===== src/spisc_pkg.sv =====
`default_nettype none

package spisc_pkg;

  localparam int unsigned DATA_BYTES = 28;
  localparam int unsigned DATA_IDX_W = $clog2(DATA_BYTES);
  localparam int unsigned BYTE_POS_W = 6;

  localparam logic [31:0] MAGIC_WORD = 32'h3146_4745;
  localparam logic [15:0] CRC_POLY   = 16'h1021;
  localparam logic [15:0] CRC_INIT   = 16'hFFFF;

  localparam logic [1:0] FUNC_SELECT   = 2'd0;
  localparam logic [1:0] FUNC_REQUEST  = 2'd1;
  localparam logic [1:0] FUNC_DESELECT = 2'd2;

  typedef enum logic [1:0] {
    OP_SELECT,
    OP_REQUEST,
    OP_DESELECT
  } op_e;

  typedef struct packed {
    op_e                        op;
    logic [DATA_BYTES-1:0][7:0] bytes;
  } cmd_t;

  function automatic logic [15:0] crc_byte(input logic [15:0] crc, input logic [7:0] b);
    logic [15:0] c;
    c = crc ^ {b, 8'h00};
    for (int i = 0; i < 8; i++) begin
      if (c[15]) begin
        c = {c[14:0], 1'b0} ^ CRC_POLY;
      end else begin
        c = {c[14:0], 1'b0};
      end
    end
    return c;
  endfunction

endpackage

`default_nettype wire


===== src/spisc_fifo.sv =====
`default_nettype none

module spisc_fifo #(
  parameter int unsigned WIDTH = 8,
  parameter int unsigned DEPTH = 2
) (
  input  wire logic             clk_i,
  input  wire logic             rst_ni,
  input  wire logic             push_i,
  input  wire logic [WIDTH-1:0] push_data_i,
  output logic                  full_o,
  input  wire logic             pop_i,
  output logic                  valid_o,
  output logic [WIDTH-1:0]      pop_data_o
);

  localparam int unsigned PTR_W = (DEPTH > 1) ? $clog2(DEPTH) : 1;
  localparam int unsigned CNT_W = $clog2(DEPTH + 1);

  logic [WIDTH-1:0] mem_q [DEPTH];
  logic [PTR_W-1:0] wr_ptr_q, wr_ptr_d;
  logic [PTR_W-1:0] rd_ptr_q, rd_ptr_d;
  logic [CNT_W-1:0] count_q, count_d;
  logic             do_push;
  logic             do_pop;

  assign full_o     = (count_q == CNT_W'(DEPTH));
  assign valid_o    = (count_q != '0);
  assign pop_data_o = mem_q[rd_ptr_q];
  assign do_push    = push_i && !full_o;
  assign do_pop     = pop_i && valid_o;

  always_comb begin
    wr_ptr_d = wr_ptr_q;
    rd_ptr_d = rd_ptr_q;
    count_d  = count_q;
    if (do_push) begin
      wr_ptr_d = (wr_ptr_q == PTR_W'(DEPTH - 1)) ? '0 : wr_ptr_q + 1'b1;
    end
    if (do_pop) begin
      rd_ptr_d = (rd_ptr_q == PTR_W'(DEPTH - 1)) ? '0 : rd_ptr_q + 1'b1;
    end
    if (do_push && !do_pop) begin
      count_d = count_q + 1'b1;
    end else if (do_pop && !do_push) begin
      count_d = count_q - 1'b1;
    end
  end

  always_ff @(posedge clk_i or negedge rst_ni) begin
    if (!rst_ni) begin
      wr_ptr_q <= '0;
      rd_ptr_q <= '0;
      count_q  <= '0;
    end else begin
      wr_ptr_q <= wr_ptr_d;
      rd_ptr_q <= rd_ptr_d;
      count_q  <= count_d;
    end
  end

  always_ff @(posedge clk_i) begin
    if (do_push) begin
      mem_q[wr_ptr_q] <= push_data_i;
    end
  end

endmodule

`default_nettype wire


===== src/spisc_front.sv =====
`default_nettype none

module spisc_front (
  input  wire logic               in_valid_i,
  output logic                    in_ready_o,
  input  wire logic [1:0]         func_i,
  input  wire logic [31:0]        update_tick_i,
  input  wire logic signed [30:0] latitude_e7_i,
  input  wire logic signed [31:0] longitude_e7_i,
  input  wire logic signed [31:0] altitude_cm_i,
  input  wire logic [15:0]        hdop_centi_i,
  input  wire logic [15:0]        residual_cm_i,
  input  wire logic [7:0]         fix_status_i,
  input  wire logic [7:0]         used_mask_i,
  input  wire logic [7:0]         rejected_mask_i,
  input  wire logic               fix_valid_i,
  input  wire logic               full_i,
  output logic                    push_o,
  output spisc_pkg::cmd_t         cmd_o
);

  import spisc_pkg::*;

  logic known;

  assign in_ready_o = !full_i;

  always_comb begin
    known       = 1'b1;
    cmd_o.op    = OP_REQUEST;
    cmd_o.bytes = {7'b0, fix_valid_i, rejected_mask_i, used_mask_i, fix_status_i,
                   residual_cm_i, hdop_centi_i, altitude_cm_i, longitude_e7_i,
                   latitude_e7_i[30], latitude_e7_i, update_tick_i, MAGIC_WORD};
    unique case (func_i)
      FUNC_SELECT:   cmd_o.op = OP_SELECT;
      FUNC_REQUEST:  cmd_o.op = OP_REQUEST;
      FUNC_DESELECT: cmd_o.op = OP_DESELECT;
      default:       known = 1'b0;
    endcase
  end

  assign push_o = in_valid_i && in_ready_o && known;

endmodule

`default_nettype wire


===== src/spisc_back.sv =====
`default_nettype none

module spisc_back #(
  parameter int unsigned PACKET_BYTES = 30
) (
  input  wire logic                                clk_i,
  input  wire logic                                rst_ni,
  input  wire logic                                cmd_valid_i,
  input  wire spisc_pkg::cmd_t                     cmd_i,
  output logic                                     cmd_pop_o,
  output logic                                     out_valid_o,
  input  wire logic                                out_ready_i,
  output logic [7:0]                               tx_byte_o,
  output logic [spisc_pkg::BYTE_POS_W-1:0]         byte_position_o,
  output logic                                     last_byte_o
);

  import spisc_pkg::*;

  localparam int unsigned POS_W     = $clog2(PACKET_BYTES + 1);
  localparam int unsigned CNT_W     = $clog2(PACKET_BYTES - 1);
  localparam int unsigned CRC_BYTES = PACKET_BYTES - 2;

  logic                       sel_q, sel_d;
  logic [POS_W-1:0]           pos_q, pos_d;
  logic [CNT_W-1:0]           cnt_q, cnt_d;
  logic [15:0]                crc_q, crc_d;
  logic [DATA_BYTES-1:0][7:0] data_q, data_d;
  logic                       out_valid_q, out_valid_d;
  logic [7:0]                 tx_byte_q, tx_byte_d;
  logic [BYTE_POS_W-1:0]      pos_out_q, pos_out_d;
  logic                       last_q, last_d;

  logic       crc_done;
  logic [7:0] crc_in;
  logic       avail;
  logic       stall;
  logic       out_free;
  logic [7:0] cur_byte;

  assign crc_done = (cnt_q == CNT_W'(CRC_BYTES));
  assign crc_in   = (cnt_q < CNT_W'(DATA_BYTES)) ? data_q[cnt_q[DATA_IDX_W-1:0]] : 8'h00;
  assign avail    = sel_q && (pos_q < POS_W'(PACKET_BYTES));
  assign stall    = (cmd_i.op == OP_REQUEST) && avail &&
                    (pos_q >= POS_W'(CRC_BYTES)) && !crc_done;
  assign out_free = !out_valid_q || out_ready_i;
  assign cmd_pop_o = cmd_valid_i && !stall && ((cmd_i.op == OP_DESELECT) || out_free);

  always_comb begin
    if (pos_q < POS_W'(DATA_BYTES)) begin
      cur_byte = data_q[pos_q[DATA_IDX_W-1:0]];
    end else if (pos_q == POS_W'(CRC_BYTES)) begin
      cur_byte = crc_q[7:0];
    end else if (pos_q == POS_W'(PACKET_BYTES - 1)) begin
      cur_byte = crc_q[15:8];
    end else begin
      cur_byte = 8'h00;
    end
  end

  always_comb begin
    sel_d       = sel_q;
    pos_d       = pos_q;
    cnt_d       = cnt_q;
    crc_d       = crc_q;
    data_d      = data_q;
    out_valid_d = out_valid_q && !out_ready_i;
    tx_byte_d   = tx_byte_q;
    pos_out_d   = pos_out_q;
    last_d      = last_q;

    if (!crc_done) begin
      crc_d = crc_byte(crc_q, crc_in);
      cnt_d = cnt_q + 1'b1;
    end

    if (cmd_pop_o) begin
      unique case (cmd_i.op)
        OP_SELECT: begin
          sel_d       = 1'b1;
          pos_d       = POS_W'(1);
          data_d      = cmd_i.bytes;
          crc_d       = CRC_INIT;
          cnt_d       = '0;
          out_valid_d = 1'b1;
          tx_byte_d   = MAGIC_WORD[7:0];
          pos_out_d   = '0;
          last_d      = 1'b0;
        end
        OP_REQUEST: begin
          out_valid_d = 1'b1;
          if (avail) begin
            tx_byte_d = cur_byte;
            pos_out_d = BYTE_POS_W'(pos_q);
            last_d    = (pos_q == POS_W'(PACKET_BYTES - 1));
            pos_d     = pos_q + 1'b1;
          end else begin
            tx_byte_d = 8'h00;
            pos_out_d = BYTE_POS_W'(PACKET_BYTES);
            last_d    = 1'b0;
          end
        end
        OP_DESELECT: begin
          sel_d = 1'b0;
          pos_d = '0;
        end
        default: begin
          sel_d = sel_q;
        end
      endcase
    end
  end

  always_ff @(posedge clk_i or negedge rst_ni) begin
    if (!rst_ni) begin
      sel_q       <= 1'b0;
      pos_q       <= '0;
      cnt_q       <= CNT_W'(CRC_BYTES);
      out_valid_q <= 1'b0;
    end else begin
      sel_q       <= sel_d;
      pos_q       <= pos_d;
      cnt_q       <= cnt_d;
      out_valid_q <= out_valid_d;
    end
  end

  always_ff @(posedge clk_i) begin
    crc_q     <= crc_d;
    data_q    <= data_d;
    tx_byte_q <= tx_byte_d;
    pos_out_q <= pos_out_d;
    last_q    <= last_d;
  end

  assign out_valid_o     = out_valid_q;
  assign tx_byte_o       = tx_byte_q;
  assign byte_position_o = pos_out_q;
  assign last_byte_o     = last_q;

`ifndef SYNTHESIS
  a_last_pos: assert property (@(posedge clk_i) disable iff (!rst_ni)
    out_valid_o && last_byte_o |-> byte_position_o == BYTE_POS_W'(PACKET_BYTES - 1))
    else $error("last byte flagged away from final position");

  a_pos_range: assert property (@(posedge clk_i) disable iff (!rst_ni)
    pos_q <= POS_W'(PACKET_BYTES))
    else $error("send position beyond packet end");

  a_crc_cnt: assert property (@(posedge clk_i) disable iff (!rst_ni)
    cnt_q <= CNT_W'(CRC_BYTES))
    else $error("crc byte count overran");

  a_select: assert property (@(posedge clk_i) disable iff (!rst_ni)
    cmd_pop_o && cmd_i.op == OP_SELECT |=> sel_q && pos_q == POS_W'(1) && cnt_q == '0)
    else $error("select did not restart packet");

  a_crc_ready: assert property (@(posedge clk_i) disable iff (!rst_ni)
    $rose(out_valid_o) && sel_q && pos_out_q >= BYTE_POS_W'(CRC_BYTES) &&
    pos_out_q < BYTE_POS_W'(PACKET_BYTES) |-> crc_done)
    else $error("crc byte sent before crc finished");
`endif

endmodule

`default_nettype wire


===== src/spi_slave_crc_packet_server_unit.sv =====
`default_nettype none

// SPI slave transmit side for a position report. A select beat (func 0) snapshots the
// position fields, rebuilds the PACKET_BYTES-byte packet (magic word, tick, latitude,
// longitude, altitude, HDOP, residual, status, masks, fix flag, zero padding, CRC-16
// CCITT-FALSE little-endian in the last two bytes) and returns byte 0. Each byte request
// (func 1) returns the next byte, or 0x00 at position PACKET_BYTES when not selected or
// past the end; deselect (func 2) returns nothing; func 3 is dropped. One input beat and
// one output beat per cycle, unless the queue is full, the output is held by out_ready_i
// or a CRC byte must wait. A two-entry queue separates the decoder from the sender: each
// beat is written into the queue, and its result is then registered at the sender output.
// The CRC engine covers one packet byte per cycle once the select leaves the queue, so a
// request for a CRC byte waits in the queue until the CRC over the earlier bytes is done.
module spi_slave_crc_packet_server_unit #(
  parameter int unsigned PACKET_BYTES = 30
) (
  input  wire logic               clk_i,
  input  wire logic               rst_ni,
  input  wire logic               in_valid_i,
  output logic                    in_ready_o,
  input  wire logic [1:0]         func_i,
  input  wire logic [31:0]        update_tick_i,
  input  wire logic signed [30:0] latitude_e7_i,
  input  wire logic signed [31:0] longitude_e7_i,
  input  wire logic signed [31:0] altitude_cm_i,
  input  wire logic [15:0]        hdop_centi_i,
  input  wire logic [15:0]        residual_cm_i,
  input  wire logic [7:0]         fix_status_i,
  input  wire logic [7:0]         used_mask_i,
  input  wire logic [7:0]         rejected_mask_i,
  input  wire logic               fix_valid_i,
  output logic                    out_valid_o,
  input  wire logic               out_ready_i,
  output logic [7:0]              tx_byte_o,
  output logic [5:0]              byte_position_o,
  output logic                    last_byte_o
);

  import spisc_pkg::*;

  cmd_t push_cmd;
  cmd_t head_cmd;
  logic push;
  logic full;
  logic pop;
  logic head_valid;

  spisc_front u_front (
    .in_valid_i      (in_valid_i),
    .in_ready_o      (in_ready_o),
    .func_i          (func_i),
    .update_tick_i   (update_tick_i),
    .latitude_e7_i   (latitude_e7_i),
    .longitude_e7_i  (longitude_e7_i),
    .altitude_cm_i   (altitude_cm_i),
    .hdop_centi_i    (hdop_centi_i),
    .residual_cm_i   (residual_cm_i),
    .fix_status_i    (fix_status_i),
    .used_mask_i     (used_mask_i),
    .rejected_mask_i (rejected_mask_i),
    .fix_valid_i     (fix_valid_i),
    .full_i          (full),
    .push_o          (push),
    .cmd_o           (push_cmd)
  );

  spisc_fifo #(
    .WIDTH ($bits(cmd_t)),
    .DEPTH (2)
  ) u_queue (
    .clk_i       (clk_i),
    .rst_ni      (rst_ni),
    .push_i      (push),
    .push_data_i (push_cmd),
    .full_o      (full),
    .pop_i       (pop),
    .valid_o     (head_valid),
    .pop_data_o  (head_cmd)
  );

  spisc_back #(
    .PACKET_BYTES (PACKET_BYTES)
  ) u_back (
    .clk_i           (clk_i),
    .rst_ni          (rst_ni),
    .cmd_valid_i     (head_valid),
    .cmd_i           (head_cmd),
    .cmd_pop_o       (pop),
    .out_valid_o     (out_valid_o),
    .out_ready_i     (out_ready_i),
    .tx_byte_o       (tx_byte_o),
    .byte_position_o (byte_position_o),
    .last_byte_o     (last_byte_o)
  );

endmodule

`default_nettype wire

===== config.mk =====
export PLATFORM = sky130hd
export DESIGN_NAME = spi_slave_crc_packet_server_unit
export DESIGN_NICKNAME = d
export VERILOG_FILES = /design/src/spisc_pkg.sv /design/src/spisc_fifo.sv /design/src/spisc_front.sv /design/src/spisc_back.sv /design/src/spi_slave_crc_packet_server_unit.sv
export SDC_FILE = /design/constraint.sdc
export NUM_CORES = 1
export LEC_CHECK = 0
export ABC_CLOCK_PERIOD_IN_PS = 12190
export BUFFER_PORTS_ARGS = -buffer_cell sky130_fd_sc_hd__buf_2
export CORE_MARGIN = 3
export CORE_UTILIZATION = 48
export CTS_CLUSTER_DIAMETER = 40
export CTS_CLUSTER_SIZE = 24
export DETAILED_ROUTE_END_ITERATION = 6
export PLACE_DENSITY = 0.66
export SLEW_MARGIN = 30
export SYNTH_ARGS = -nofsm -noshare
export SYNTH_HDL_FRONTEND = slang
export SYNTH_SLANG_ARGS = --single-unit

===== constraint.sdc =====
create_clock -name clk_i -period 12.19 [get_ports clk_i]
set_input_delay 1.219 -clock clk_i [delete_from_list [all_inputs] [get_ports clk_i]]
set_output_delay 1.219 -clock clk_i [all_outputs]
set_load 0.01 [all_outputs]

==> flow_summary.json, run 1 <==
{
  "final-max-slew-violation-count": 0,
  "postCtsHoldBufs": 0,
  "remaining_drc_errors": 0,
  "average_cell_area_after_synthesis_um2": 18.18,
  "final-instance-count-excl-fill": 2322,
  "post-dp-hpwl_mm": 36.14,
  "die_x_um": 232.9,
  "ys_seq_area_share_pct": 72.17,
  "holdPathStages": 2,
  "finClkSkew_ps": 27.04,
  "gp_congestion": 0.8911,
  "power.leakage_nw": 10.12,
  "finish_stage_setup_viols": 0,
  "synthDistinctLibCells": 73,
  "path_class": "reg -> reg",
  "wl_per_cell_um": 23.40,
  "wl_final_mm": 54.34,
  "dominantRegCellSynth": "sky130_fd_sc_hd__edfxtp_1",
  "worstReg2RegEnd": "u_back.data_q[132]$_DFFE_PP_",
  "min_to": "u_back.crc_q[14]$_DFF_P_",
  "met1Wirelength_mm": 24.54,
  "syn_to_final_growth_pct": 17.79,
  "post_cts_resized": 0,
  "number_of_search_and_repair_iterations_in_the_first_detailed_routing_pass": 5,
  "place.port_buffers": 205,
  "mappedNetlistNets": 1562,
  "outcome": "finished clean",
  "grt_setup_unrepaired": "no",
  "worst_pin_slew_ps": 939.6,
  "maxCapViolations": 0,
  "cts_buffers": 78,
  "critical_path_buf_inv_count": 3,
  "die_height_um": 232.9,
  "clock_latency_ps": 600,
  "slew_headroom_pct": 37.36,
  "worst_ep_required_time_ps": 12400,
  "vdd_drop_max_mv": 0.1601,
  "final_net_count": 1787,
  "clock-sinks": 602,
  "postCtsSetupRepairBufs": 0,
  "synth_area_um2": 24720,
  "dpl.cell_count": 2176,
  "wl_met2_mm": 25.53,
  "cell_chosen_for_the_clock_root": "sky130_fd_sc_hd__clkbuf_16",
  "regToRegSetupSlack_ps": 7660,
  "min-delay-path-class": "reg -> reg",
  "global_route_wire_length_before_repair_mm": 81.95,
  "fin_crit_sh_pct": 37.18,
  "ant_nets": 0,
  "cp_cell_sequence": "mux2i_1 > inv_1 > ha_1 > nand3_1 > o21a_1 > nand2_1 > inv_6 > buf_6",
  "fmaxAchievable_ghz": 0.2206,
  "num_antenna_cells": 0,
  "floorplan.rows": 82,
  "rr_startpoint": "u_queue.rd_ptr_q$_DFFE_PN0P_",
  "grtUsageTotal_pct": 20.33,
  "synth-edff-count": 570,
  "worstSetupStartpointType": "flop",
  "drive_gt1_share_pct": 38.36,
  "synth_cells": 1360,
  "number_of_antenna_violations_at_the_first_check_in_global_routing": 0,
  "power_density_nw_per_um2": 273.3,
  "worstHoldStart": "u_back.crc_q[14]$_DFF_P_",
  "cp.arrival_ps": 4740,
  "finalHoldViolCount": 0,
  "drt-vias-per-instance": 5.631,
  "fin_tns_setup_ps": 0,
  "num_io_pins": 207,
  "grt_pass1_vias": 13231,
  "floorplan.initialDensity_pct": 48.97,
  "vias": 13075,
  "post_synthesis_sequential_element_count": 602,
  "tritoncts": "built",
  "postSynth.asyncResetShare_pct": 2.658,
  "deepest_clock_path_buffer_count": 3,
  "synthesis.yosys.warnings": 0,
  "core-area_um2": 50480,
  "timing.critical_path.to_type": "flop",
  "fp.dieArea_um2": 54260,
  "ff2ff_path_depth": 8,
  "overflow": 0,
  "worst_path_dominant_cell_family": "buffers and inverters",
  "drtIter0Drc": 1261,
  "critical-path-max-stage-delay_ps": 980,
  "post-route-min-period_ps": 4533,
  "sum_of_met3_wire_segment_lengths_after_detailed_routing_mm": 3.176,
  "worst_path_max_delay_cell": "sky130_fd_sc_hd__dfrtp_4",
  "grt_max_degree": 104,
  "top_signal_layer_used": "met4",
  "clkTransAtPathRegs_ps": 70,
  "worst-path-max-fanout": 103,
  "htree_levels": 3
}
==> synth_stat cells (3+ instances only) <==
master                     count  area share (%)
sky130_fd_sc_hd__and3_1        4            0.10
sky130_fd_sc_hd__or3_1         5            0.13
sky130_fd_sc_hd__o21ai_1       4           0.081
sky130_fd_sc_hd__and2_1        6            0.15
sky130_fd_sc_hd__nor2_1       40            0.61
sky130_fd_sc_hd__a21boi_0      6            0.18
sky130_fd_sc_hd__mux2i_1      49             2.0
sky130_fd_sc_hd__buf_4         5            0.15
sky130_fd_sc_hd__dfrtp_1      13             1.3
sky130_fd_sc_hd__nand4_1       6            0.15
sky130_fd_sc_hd__a31oi_1       8            0.20
sky130_fd_sc_hd__a221oi_1      8            0.28
sky130_fd_sc_hd__a22oi_1       7            0.21
sky130_fd_sc_hd__a21oi_1      26            0.53
sky130_fd_sc_hd__nand2_1      59            0.90
sky130_fd_sc_hd__buf_6         5            0.23
sky130_fd_sc_hd__nor2b_1      11            0.28
sky130_fd_sc_hd__edfxtp_1    570              69
sky130_fd_sc_hd__dfxtp_1      16             1.3
sky130_fd_sc_hd__o21ai_0      31            0.63
sky130_fd_sc_hd__clkbuf_1     49            0.74
sky130_fd_sc_hd__ha_1         12            0.61
sky130_fd_sc_hd__nor3_1       12            0.24
sky130_fd_sc_hd__mux2_2      189             8.6
sky130_fd_sc_hd__buf_12        3            0.24
sky130_fd_sc_hd__o221ai_1      3            0.11
sky130_fd_sc_hd__xnor2_1      11            0.39
sky130_fd_sc_hd__o22ai_1      10            0.25
sky130_fd_sc_hd__xnor2_2       3            0.20
sky130_fd_sc_hd__nand2b_1      6            0.15
sky130_fd_sc_hd__mux4_1        7            0.74
sky130_fd_sc_hd__a311oi_1      3            0.11
sky130_fd_sc_hd__a221o_1       3            0.12
sky130_fd_sc_hd__nand3_1      20            0.40
sky130_fd_sc_hd__a211oi_1      7            0.21
sky130_fd_sc_hd__nor3b_1       3           0.091
sky130_fd_sc_hd__mux4_2       59             5.4
sky130_fd_sc_hd__dfstp_2       3            0.32
sky130_fd_sc_hd__xor2_1        8            0.28
sky130_fd_sc_hd__inv_1        13            0.20
sky130_fd_sc_hd__o211ai_1     11            0.33
sky130_fd_sc_hd__buf_2        10            0.20
==> through the flow <==
step / worst slack (ps) / utilization (%) / power [W] / hold slack (ps) / cell area [um2]
after floorplan: 2329 / - / 0.005053 / 438.9 / 24720
final: 7657 / 57.68 / 0.007957 / 480.3 / 29120
after global placement: 7456 / 52.12 / 0.005601 / 449.5 / 26310
after global routing: 7294 / 57.68 / 0.008342 / 543.0 / 29120
after detailed placement: 7608 / 52.13 / 0.005642 / 457.6 / 26310
after CTS: 7604 / 57.61 / 0.008014 / 470.2 / 29080
==> final cells by class <==
| cell class | count | area, um2 |
|---|---|---|
| clock buffer | 83 | 2034 |
| clock inverter | 62 | 734.5 |
| fill | 3845 | 21360 |
| inverter | 15 | 61.31 |
| multi-input combinational | 668 | 6426 |
| sequential | 602 | 17850 |
| tap | 672 | 840.8 |
| timing repair buffer | 220 | 1166 |
==> sequential cells by signal, summed over array words and instances, names as in the netlist <==
| signal | count |
|---|---|
| u_back.cnt_q | 5 |
| u_back.pos_q | 5 |
| u_back.out_valid_o | 1 |
| u_queue.count_q | 2 |
| u_back.crc_q | 16 |
| u_back.tx_byte_o | 8 |
| u_queue.rd_ptr_q | 1 |
| u_queue.wr_ptr_q | 1 |
| u_back.sel_q | 1 |
| u_queue.mem_q | 372 |
| u_back.byte_position_o | 5 |
| u_back.last_byte_o | 1 |
| u_back.data_q | 184 |
==> where the power goes <==
part           switching [W]  total (W)  internal (W)
registers           0.000305    0.00326       0.00295
logic                0.00130    0.00236       0.00106
clock network       0.000931    0.00234       0.00141
==> worst min-delay path: stages, from the launching register on <==
cell and delay (ps):
sky130_fd_sc_hd__dfxtp_1 320, sky130_fd_sc_hd__a21oi_1 60, sky130_fd_sc_hd__o21ai_0 70
==> cells by family after synthesis <==
| group | Yosys count | synth area share [%] |
|---|---|---|
| compound gates | 142 | 3.796 |
| xor+xnor | 26 | 1.215 |
| fa+ha+maj | 12 | 0.6074 |
| buf+inv | 90 | 1.888 |
| flops | 602 | 72.17 |
| mux | 304 | 16.71 |
| other cells | 1 | 0.01517 |
| simple gates | 183 | 3.594 |
==> how the worst max path moves through the flow <==
| stage | startpoint | end | slack (ps) | cells past startpoint |
|---|---|---|---|---|
| 5_1_grt | u_queue.rd_ptr_q$_DFFE_PN0P_ | u_back.data_q[132]$_DFFE_PP_ | 7290 | 8 |
| 4_1_cts | u_queue.rd_ptr_q$_DFFE_PN0P_ | u_back.data_q[132]$_DFFE_PP_ | 7600 | 8 |
| 3_3_place_gp | u_queue.rd_ptr_q$_DFFE_PN0P_ | u_back.data_q[141]$_DFFE_PP_ | 7460 | 8 |
| 2_1_floorplan | func_i[1] | u_queue.mem_q[0][0]$_DFFE_PP_ | 2330 | 3 |
| 3_5_place_dp | u_queue.rd_ptr_q$_DFFE_PN0P_ | u_back.data_q[193]$_DFFE_PP_ | 7610 | 8 |
| 6_report | u_queue.rd_ptr_q$_DFFE_PN0P_ | u_back.data_q[132]$_DFFE_PP_ | 7660 | 8 |
==> cells in the final DEF (no fill, tap or decap), types with 20 or more instances in the layout <==
master                      Yosys  routed
sky130_fd_sc_hd__edfxtp_1     570     570
sky130_fd_sc_hd__buf_2         10     205
sky130_fd_sc_hd__mux2_2       189     189
sky130_fd_sc_hd__clkbuf_16      0      81
sky130_fd_sc_hd__nand2_1       59      59
sky130_fd_sc_hd__mux4_2        59      59
sky130_fd_sc_hd__mux2i_1       49      49
sky130_fd_sc_hd__nor2_1        40      38
sky130_fd_sc_hd__o21ai_0       31      31
sky130_fd_sc_hd__a21oi_1       26      26
sky130_fd_sc_hd__nand3_1       20      20
==> layer usage <==
metal,GRT usage (%),up-vias
li1,-,5912
met1,29.49,6660
met2,31.56,434
met3,3.808,69
met4,6.101,0
met5,0,-
(Power assumes the default switching activity.)
==> run 2: changes to the inputs <==
--- a/config.mk
+++ b/config.mk
@@ -5,14 +5,14 @@
 export SDC_FILE = /design/constraint.sdc
 export NUM_CORES = 1
 export LEC_CHECK = 0
-export ABC_CLOCK_PERIOD_IN_PS = 12190
+export ABC_CLOCK_PERIOD_IN_PS = 3700
 export BUFFER_PORTS_ARGS = -buffer_cell sky130_fd_sc_hd__buf_2
 export CORE_MARGIN = 3
 export CORE_UTILIZATION = 48
 export CTS_CLUSTER_DIAMETER = 40
 export CTS_CLUSTER_SIZE = 24
 export DETAILED_ROUTE_END_ITERATION = 6
-export PLACE_DENSITY = 0.66
+export PLACE_DENSITY = 0.69
 export SLEW_MARGIN = 30
 export SYNTH_ARGS = -nofsm -noshare
 export SYNTH_HDL_FRONTEND = slang
==> constraint.sdc (replaced) <==
create_clock -name clk_i -period 3.7 [get_ports clk_i]
set_input_delay 0.37 -clock clk_i [delete_from_list [all_inputs] [get_ports clk_i]]
set_output_delay 0.37 -clock clk_i [all_outputs]
set_load 0.01 [all_outputs]
==> run 2 against run 1 <==
Hold slack worse by 410 ps. Critical path depth is 3 higher. Clock power grew to 3.2 times the previous value. Clock skew is 3.2 ps lower. Clock-buffer cell count is 2 lower. Via count is 7.2% higher. Cell count is 8.5% higher. Core utilization is 3.9 points higher. First-iteration DRC count is 1.7% higher. Die area stayed put. Largest power group unchanged.
==> flow_summary.json, run 2 (synthesis gave the netlist of run 1 again) <==
{
  "outcome": "finished clean",
  "number_of_antenna_violations_at_the_first_check_in_global_routing": 0,
  "layout.cells.most_common": "sky130_fd_sc_hd__edfxtp_1",
  "grtUsageTotal_pct": 21.97,
  "power.leakage_nw": 10.97,
  "power_density_nw_per_um2": 846.6,
  "grt_pass1_vias": 14258,
  "deepest_clock_path_buffer_count": 3,
  "grt_setup_unrepaired": "no",
  "fin_tns_setup_ps": 0,
  "maxCapViolations": 0,
  "final-max-slew-violation-count": 0,
  "final.fill_count": 3606,
  "cp_common_cell": "sky130_fd_sc_hd__inv_1",
  "path_class": "reg -> reg",
  "die_height_um": 232.9,
  "worstSetupStartpointType": "flop",
  "finalHoldViolCount": 0,
  "num_antenna_cells": 0,
  "wl_per_cell_um": 23.26,
  "gp_congestion": 0.9326,
  "largest_register_ffs": 372,
  "utilization_pct": 61.60,
  "clkTransAtPathRegs_ps": 60,
  "worst_ep_required_time_ps": 4210,
  "die_x_um": 232.9,
  "vdd_drop_max_mv": 0.4669,
  "cp.arrival_ps": 3450,
  "post-route-min-period_ps": 2938,
  "most-common-layout-cells": "sky130_fd_sc_hd__edfxtp_1, sky130_fd_sc_hd__buf_2, sky130_fd_sc_hd__mux2_2, sky130_fd_sc_hd__dlygate4sd3_1, sky130_fd_sc_hd__clkbuf_16",
  "critical-path-max-stage-delay_ps": 630,
  "largest_registers": "u_queue.mem_q (372), u_back.data_q (184), u_back.crc_q (16)",
  "worst-path-max-fanout": 22,
  "cts_buffers": 74,
  "num_io_pins": 207,
  "remaining_drc_errors": 0,
  "overflow": 0,
  "final_net_count": 1988,
  "floorplan.initialDensity_pct": 48.97,
  "htree_levels": 3,
  "global_route_wire_length_before_repair_mm": 88.36,
  "wl_final_mm": 58.62,
  "fin_crit_sh_pct": 79.40,
  "cp_cell_sequence": "mux2i_1 > inv_1 > ha_1 > nand3_1 > o21a_1 > inv_2 > or3_1 > inv_1 > and3_1 > a21oi_1 > o31ai_1",
  "cell_chosen_for_the_clock_root": "sky130_fd_sc_hd__clkbuf_16",
  "drtIter0Drc": 1282,
  "tritoncts": "built",
  "top_register": "u_queue.mem_q",
  "finish_stage_setup_viols": 0,
  "floorplan.rows": 82,
  "drive_gt1_share_pct": 34.96,
  "post-dp-hpwl_mm": 38.38,
  "worst_pin_slew_ps": 712.8,
  "grt_max_degree": 90,
  "syn_to_final_growth_pct": 25.78,
  "number_of_search_and_repair_iterations_in_the_first_detailed_routing_pass": 5,
  "drt-vias-per-instance": 5.563,
  "vias": 14018,
  "ant_nets": 0,
  "core-area_um2": 50480,
  "fmaxAchievable_ghz": 0.3404,
  "worst_path_max_delay_cell": "sky130_fd_sc_hd__dfrtp_4",
  "slew_headroom_pct": 52.48,
  "min-delay-path-class": "in -> reg",
  "placement.setup.worst_slack_ps": 766.1,
  "place.port_buffers": 205,
  "timing.critical_path.to_type": "flop",
  "clock_latency_ps": 630,
  "finClkSkew_ps": 23.80,
  "clock-sinks": 602,
  "fp.dieArea_um2": 54260,
  "fin_ws_ps": 762.3
}
==> run 2: cell type report <==
class | count | area (um2) | area share, %
inverter | 15 | 61.31 | 0.1972
timing repair buffer | 425 | 3279 | 10.55
clock buffer | 81 | 1952 | 6.277
tap | 672 | 840.8 | 2.704
sequential | 602 | 17850 | 57.42
clock inverter | 57 | 678.2 | 2.181
multi-input combinational | 668 | 6427 | 20.67
==> run 2: metal layers <==
metal	wire length, um	vias up	GRT usage [%]	share of wire, %
li1	-	6313	-	-
met1	25630	7073	31.38	44
met2	27490	526	33.81	47
met3	3833	106	4.652	6.5
met4	1663	0	7.448	2.8
met5	0	-	0.3676	0
==> run 2: power by group <==
part | internal, W | total [W] | switching (W)
logic | 0.00379 | 0.00810 | 0.00431
clock network | 0.00426 | 0.00742 | 0.00316
registers | 0.00971 | 0.0108 | 0.00110
total | 0.0178 | 0.0263 | 0.00857
==> run 2: path summary, 6_finish.rpt <==
kind	start	to	slack (ps)	cells past startpoint
worst max-delay path	u_queue.rd_ptr_q$_DFFE_PN0P_	u_back.pos_q[0]$_DFFE_PN0P_	760	11
worst min-delay path	in_valid_i	u_queue.wr_ptr_q$_DFFE_PN0P_	70	3
worst max register to register	u_queue.rd_ptr_q$_DFFE_PN0P_	u_back.pos_q[0]$_DFFE_PN0P_	760	11
worst min register to register	u_back.crc_q[14]$_DFF_P_	u_back.crc_q[14]$_DFF_P_	470	2
max in group asynchronous	rst_ni	u_back.cnt_q[0]$_DFF_PN0_	3090	2
min in group asynchronous	rst_ni	u_back.pos_q[1]$_DFFE_PN0P_	240	2
==> run 2: through the flow <==
step / total power (W) / instance area, um2 / hold slack [ps] / instances
floorplan: 0.01636 / 24740 / 74.41 / 1360
global placement: 0.01866 / 26570 / 335.5 / 2195
detailed placement: 0.01876 / 26570 / 339.5 / 2195
CTS: 0.02641 / 31060 / 39.51 / 2519
global route: 0.02754 / 31090 / 78.28 / 2520
finish: 0.02632 / 31090 / 72.03 / 2520
==> run 2: worst max-delay path: cells and delay by family, from the launching register on <==
family	cells	cell delay (ps)
AND/OR/NAND/NOR	3	850
flip-flops	1	630
buffers and inverters	3	420
multiplexers	1	390
AO/OA/AOI/OAI	3	310
adder cells (fa/ha/maj)	1	240
==> run 2: repair_timing <==
item	CTS	global route
endpoints found under the setup margin	0	0
hold endpoints to repair	383	0
setup buffers	0	0
resized for setup	0	0
hold buffers	186	0
==> run 3: changes to the inputs <==
--- a/config.mk
+++ b/config.mk
@@ -5,14 +5,14 @@
 export SDC_FILE = /design/constraint.sdc
 export NUM_CORES = 1
 export LEC_CHECK = 0
-export ABC_CLOCK_PERIOD_IN_PS = 3700
+export ABC_CLOCK_PERIOD_IN_PS = 3000
 export BUFFER_PORTS_ARGS = -buffer_cell sky130_fd_sc_hd__buf_2
 export CORE_MARGIN = 3
 export CORE_UTILIZATION = 48
 export CTS_CLUSTER_DIAMETER = 40
 export CTS_CLUSTER_SIZE = 24
 export DETAILED_ROUTE_END_ITERATION = 6
-export PLACE_DENSITY = 0.69
+export PLACE_DENSITY = 0.66
 export SLEW_MARGIN = 30
 export SYNTH_ARGS = -nofsm -noshare
 export SYNTH_HDL_FRONTEND = slang
==> constraint.sdc (replaced) <==
create_clock -name clk_i -period 3 [get_ports clk_i]
set_input_delay 0.3 -clock clk_i [delete_from_list [all_inputs] [get_ports clk_i]]
set_output_delay 0.3 -clock clk_i [all_outputs]
set_load 0.01 [all_outputs]
==> run 3 against run 2 <==
Sequential share of layout area down 0.70 points. Cell count rose by 1.2%. Flip-flop and latch count unchanged. Critical path type unchanged. Non-clock buffer count is 20 higher. Fmax up 4.3%. Critical endpoint is now u_back.crc_q[14]$_DFF_P_. Total power is 26% higher. Critical path depth is 3 lower. Highest routed layer unchanged. Largest cell class unchanged.
==> flow_summary.json, run 3 (synthesis gave the netlist of run 1 again) <==
{
  "clkTransAtPathRegs_ps": 60,
  "most-common-layout-cells": "sky130_fd_sc_hd__edfxtp_1, sky130_fd_sc_hd__buf_2, sky130_fd_sc_hd__mux2_2, sky130_fd_sc_hd__dlygate4sd3_1, sky130_fd_sc_hd__clkbuf_16",
  "tritoncts": "built",
  "grtUsageTotal_pct": 21.37,
  "floorplan.initialDensity_pct": 48.97,
  "drt-vias-per-instance": 5.409,
  "drive_gt1_share_pct": 35.73,
  "wl_final_mm": 56.79,
  "fp.dieArea_um2": 54260,
  "core-area_um2": 50480,
  "finish_stage_setup_viols": 0,
  "vias": 13792,
  "largest_register_ffs": 372,
  "floorplan.rows": 82,
  "sum_of_met3_wire_segment_lengths_after_detailed_routing_mm": 3.002,
  "grt_max_degree": 94,
  "gp_congestion": 0.8995,
  "die_x_um": 232.9,
  "postLayoutCellArea_um2": 31480,
  "dpl_cell_area_um2": 26800,
  "number_of_search_and_repair_iterations_in_the_first_detailed_routing_pass": 6,
  "die_height_um": 232.9,
  "post-route-min-period_ps": 2817,
  "cp_cell_sequence": "buf_12 > mux4_1 > o22ai_1 > or3_1 > and3_1 > nor2_2 > xnor3_1 > o21ai_0",
  "cp.arrival_ps": 3340,
  "outcome": "finished clean",
  "top_register": "u_queue.mem_q",
  "fin_tns_setup_ps": 0,
  "clock-sinks": 602,
  "final_net_count": 2014,
  "fmaxAchievable_ghz": 0.3550,
  "postCtsSetupRepairBufs": 0,
  "finClkSkew_ps": 23.68,
  "overflow": 0,
  "finalHoldViolCount": 0,
  "worst_path_dominant_cell_family": "flip-flops",
  "drtIter0Drc": 1162,
  "ant_nets": 0,
  "worst_path_max_delay_cell": "sky130_fd_sc_hd__dfrtp_4",
  "clock_latency_ps": 600,
  "critical-path-max-stage-delay_ps": 650,
  "htree_levels": 3,
  "wl_per_cell_um": 22.27,
  "fin_crit_sh_pct": 93.89,
  "grt_pass1_vias": 14261,
  "worst_pin_slew_ps": 720.5,
  "layout.cells.most_common": "sky130_fd_sc_hd__edfxtp_1",
  "placement.setup.worst_slack_ps": 221.3,
  "maxCapViolations": 0,
  "global_route_wire_length_before_repair_mm": 86.26,
  "deepest_clock_path_buffer_count": 3,
  "remaining_drc_errors": 0,
  "num_antenna_cells": 0,
  "wl_met2_mm": 26.49,
  "vdd_drop_max_mv": 0.5543,
  "place.port_buffers": 205,
  "grt_setup_unrepaired": "no",
  "number_of_antenna_violations_at_the_first_check_in_global_routing": 0,
  "post-dp-hpwl_mm": 37.73,
  "worst_ep_required_time_ps": 3520,
  "fin_ws_ps": 183.3,
  "slew_headroom_pct": 51.97,
  "power_density_nw_per_um2": 1051,
  "cts_buffers": 80,
  "timing.critical_path.to_type": "flop",
  "worstSetupStartpointType": "flop",
  "worst-path-max-fanout": 21,
  "hold_slack_ps": 42.49,
  "critical_path_buf_inv_count": 1,
  "min-delay-path-class": "in -> reg",
  "cell_chosen_for_the_clock_root": "sky130_fd_sc_hd__clkbuf_16",
  "utilization_pct": 62.37,
  "power.leakage_nw": 11.15,
  "path_class": "reg -> reg",
  "largest_registers": "u_queue.mem_q (372), u_back.data_q (184), u_back.crc_q (16)",
  "num_io_pins": 207,
  "met1Wirelength_mm": 26.07,
  "syn_to_final_growth_pct": 27.35,
  "final-max-slew-violation-count": 0,
  "top_signal_layer_used": "met4"
}
[run 3: changes by cell type in the layout (fill, tap and decap cells not counted), moves of 4 or more]
cell and delta:
sky130_fd_sc_hd__buf_4 +16, sky130_fd_sc_hd__clkinv_8 -5, sky130_fd_sc_hd__clkinvlp_4 +4, sky130_fd_sc_hd__inv_8 -4
sky130_fd_sc_hd__clkinv_1 +5, sky130_fd_sc_hd__buf_12 +5, sky130_fd_sc_hd__clkbuf_16 +7
[run 3: layer usage]
| layer | track usage, % | vias to the layer above |
|---|---|---|
| met4 | 6.755 | 0 |
| li1 | - | 6356 |
| met3 | 3.526 | 78 |
| met1 | 31.52 | 6876 |
| met2 | 32.84 | 482 |
| met5 | 0 | - |
[run 3: area by class of cell]
type	count	area, um2
timing repair buffer	445	3471
tap	672	840.8
multi-input combinational	668	6442
fill	3556	19000
clock inverter	61	695.7
clock buffer	87	2113
sequential	602	17860
inverter	15	61.31
[run 3: stage by stage]
step | power, W | std cells
6_report | 0.03309 | 2550
5_1_grt | 0.03465 | 2550
4_1_cts | 0.03333 | 2550
3_5_place_dp | 0.02334 | 2215
3_3_place_gp | 0.02324 | 2215
2_1_floorplan | 0.02017 | 1360
[run 3: worst paths after layout]
kind	from	to	slack, ps	cells past startpoint
setup / recovery	u_back.cnt_q[0]$_DFF_PN0_	u_back.crc_q[14]$_DFF_P_	180	8
min in group asynchronous	rst_ni	u_back.pos_q[4]$_DFFE_PN0P_	170	2
max in group asynchronous	rst_ni	u_back.cnt_q[1]$_DFF_PN0_	2490	2
hold / removal	out_ready_i	u_back.out_valid_o$_DFF_PN0_	40	3
setup reg to reg	u_back.cnt_q[0]$_DFF_PN0_	u_back.crc_q[14]$_DFF_P_	180	8
hold reg to reg	u_back.crc_q[14]$_DFF_P_	u_back.crc_q[14]$_DFF_P_	490	2
[run 3: report_power, final]
group | total, W | leakage (nW) | internal, W | switching, W
logic | 0.0102 | 4.22 | 0.00488 | 0.00533
clock network | 0.00966 | 1.35 | 0.00582 | 0.00385
registers | 0.0132 | 5.58 | 0.0120 | 0.00123
total | 0.0331 | 11.2 | 0.0227 | 0.0104
[run 3: what timing repair did]
item                       4_1_cts  5_1_grt
resized for setup                0        1
hold buffers                   187        0
setup endpoints to repair        0        1
hold endpoints to repair       387        0
[run 3: worst min-delay path, stage by stage]
cell                       delay (ps)
sky130_fd_sc_hd__buf_2             70
sky130_fd_sc_hd__nand2b_1         120
sky130_fd_sc_hd__o21ai_0          100
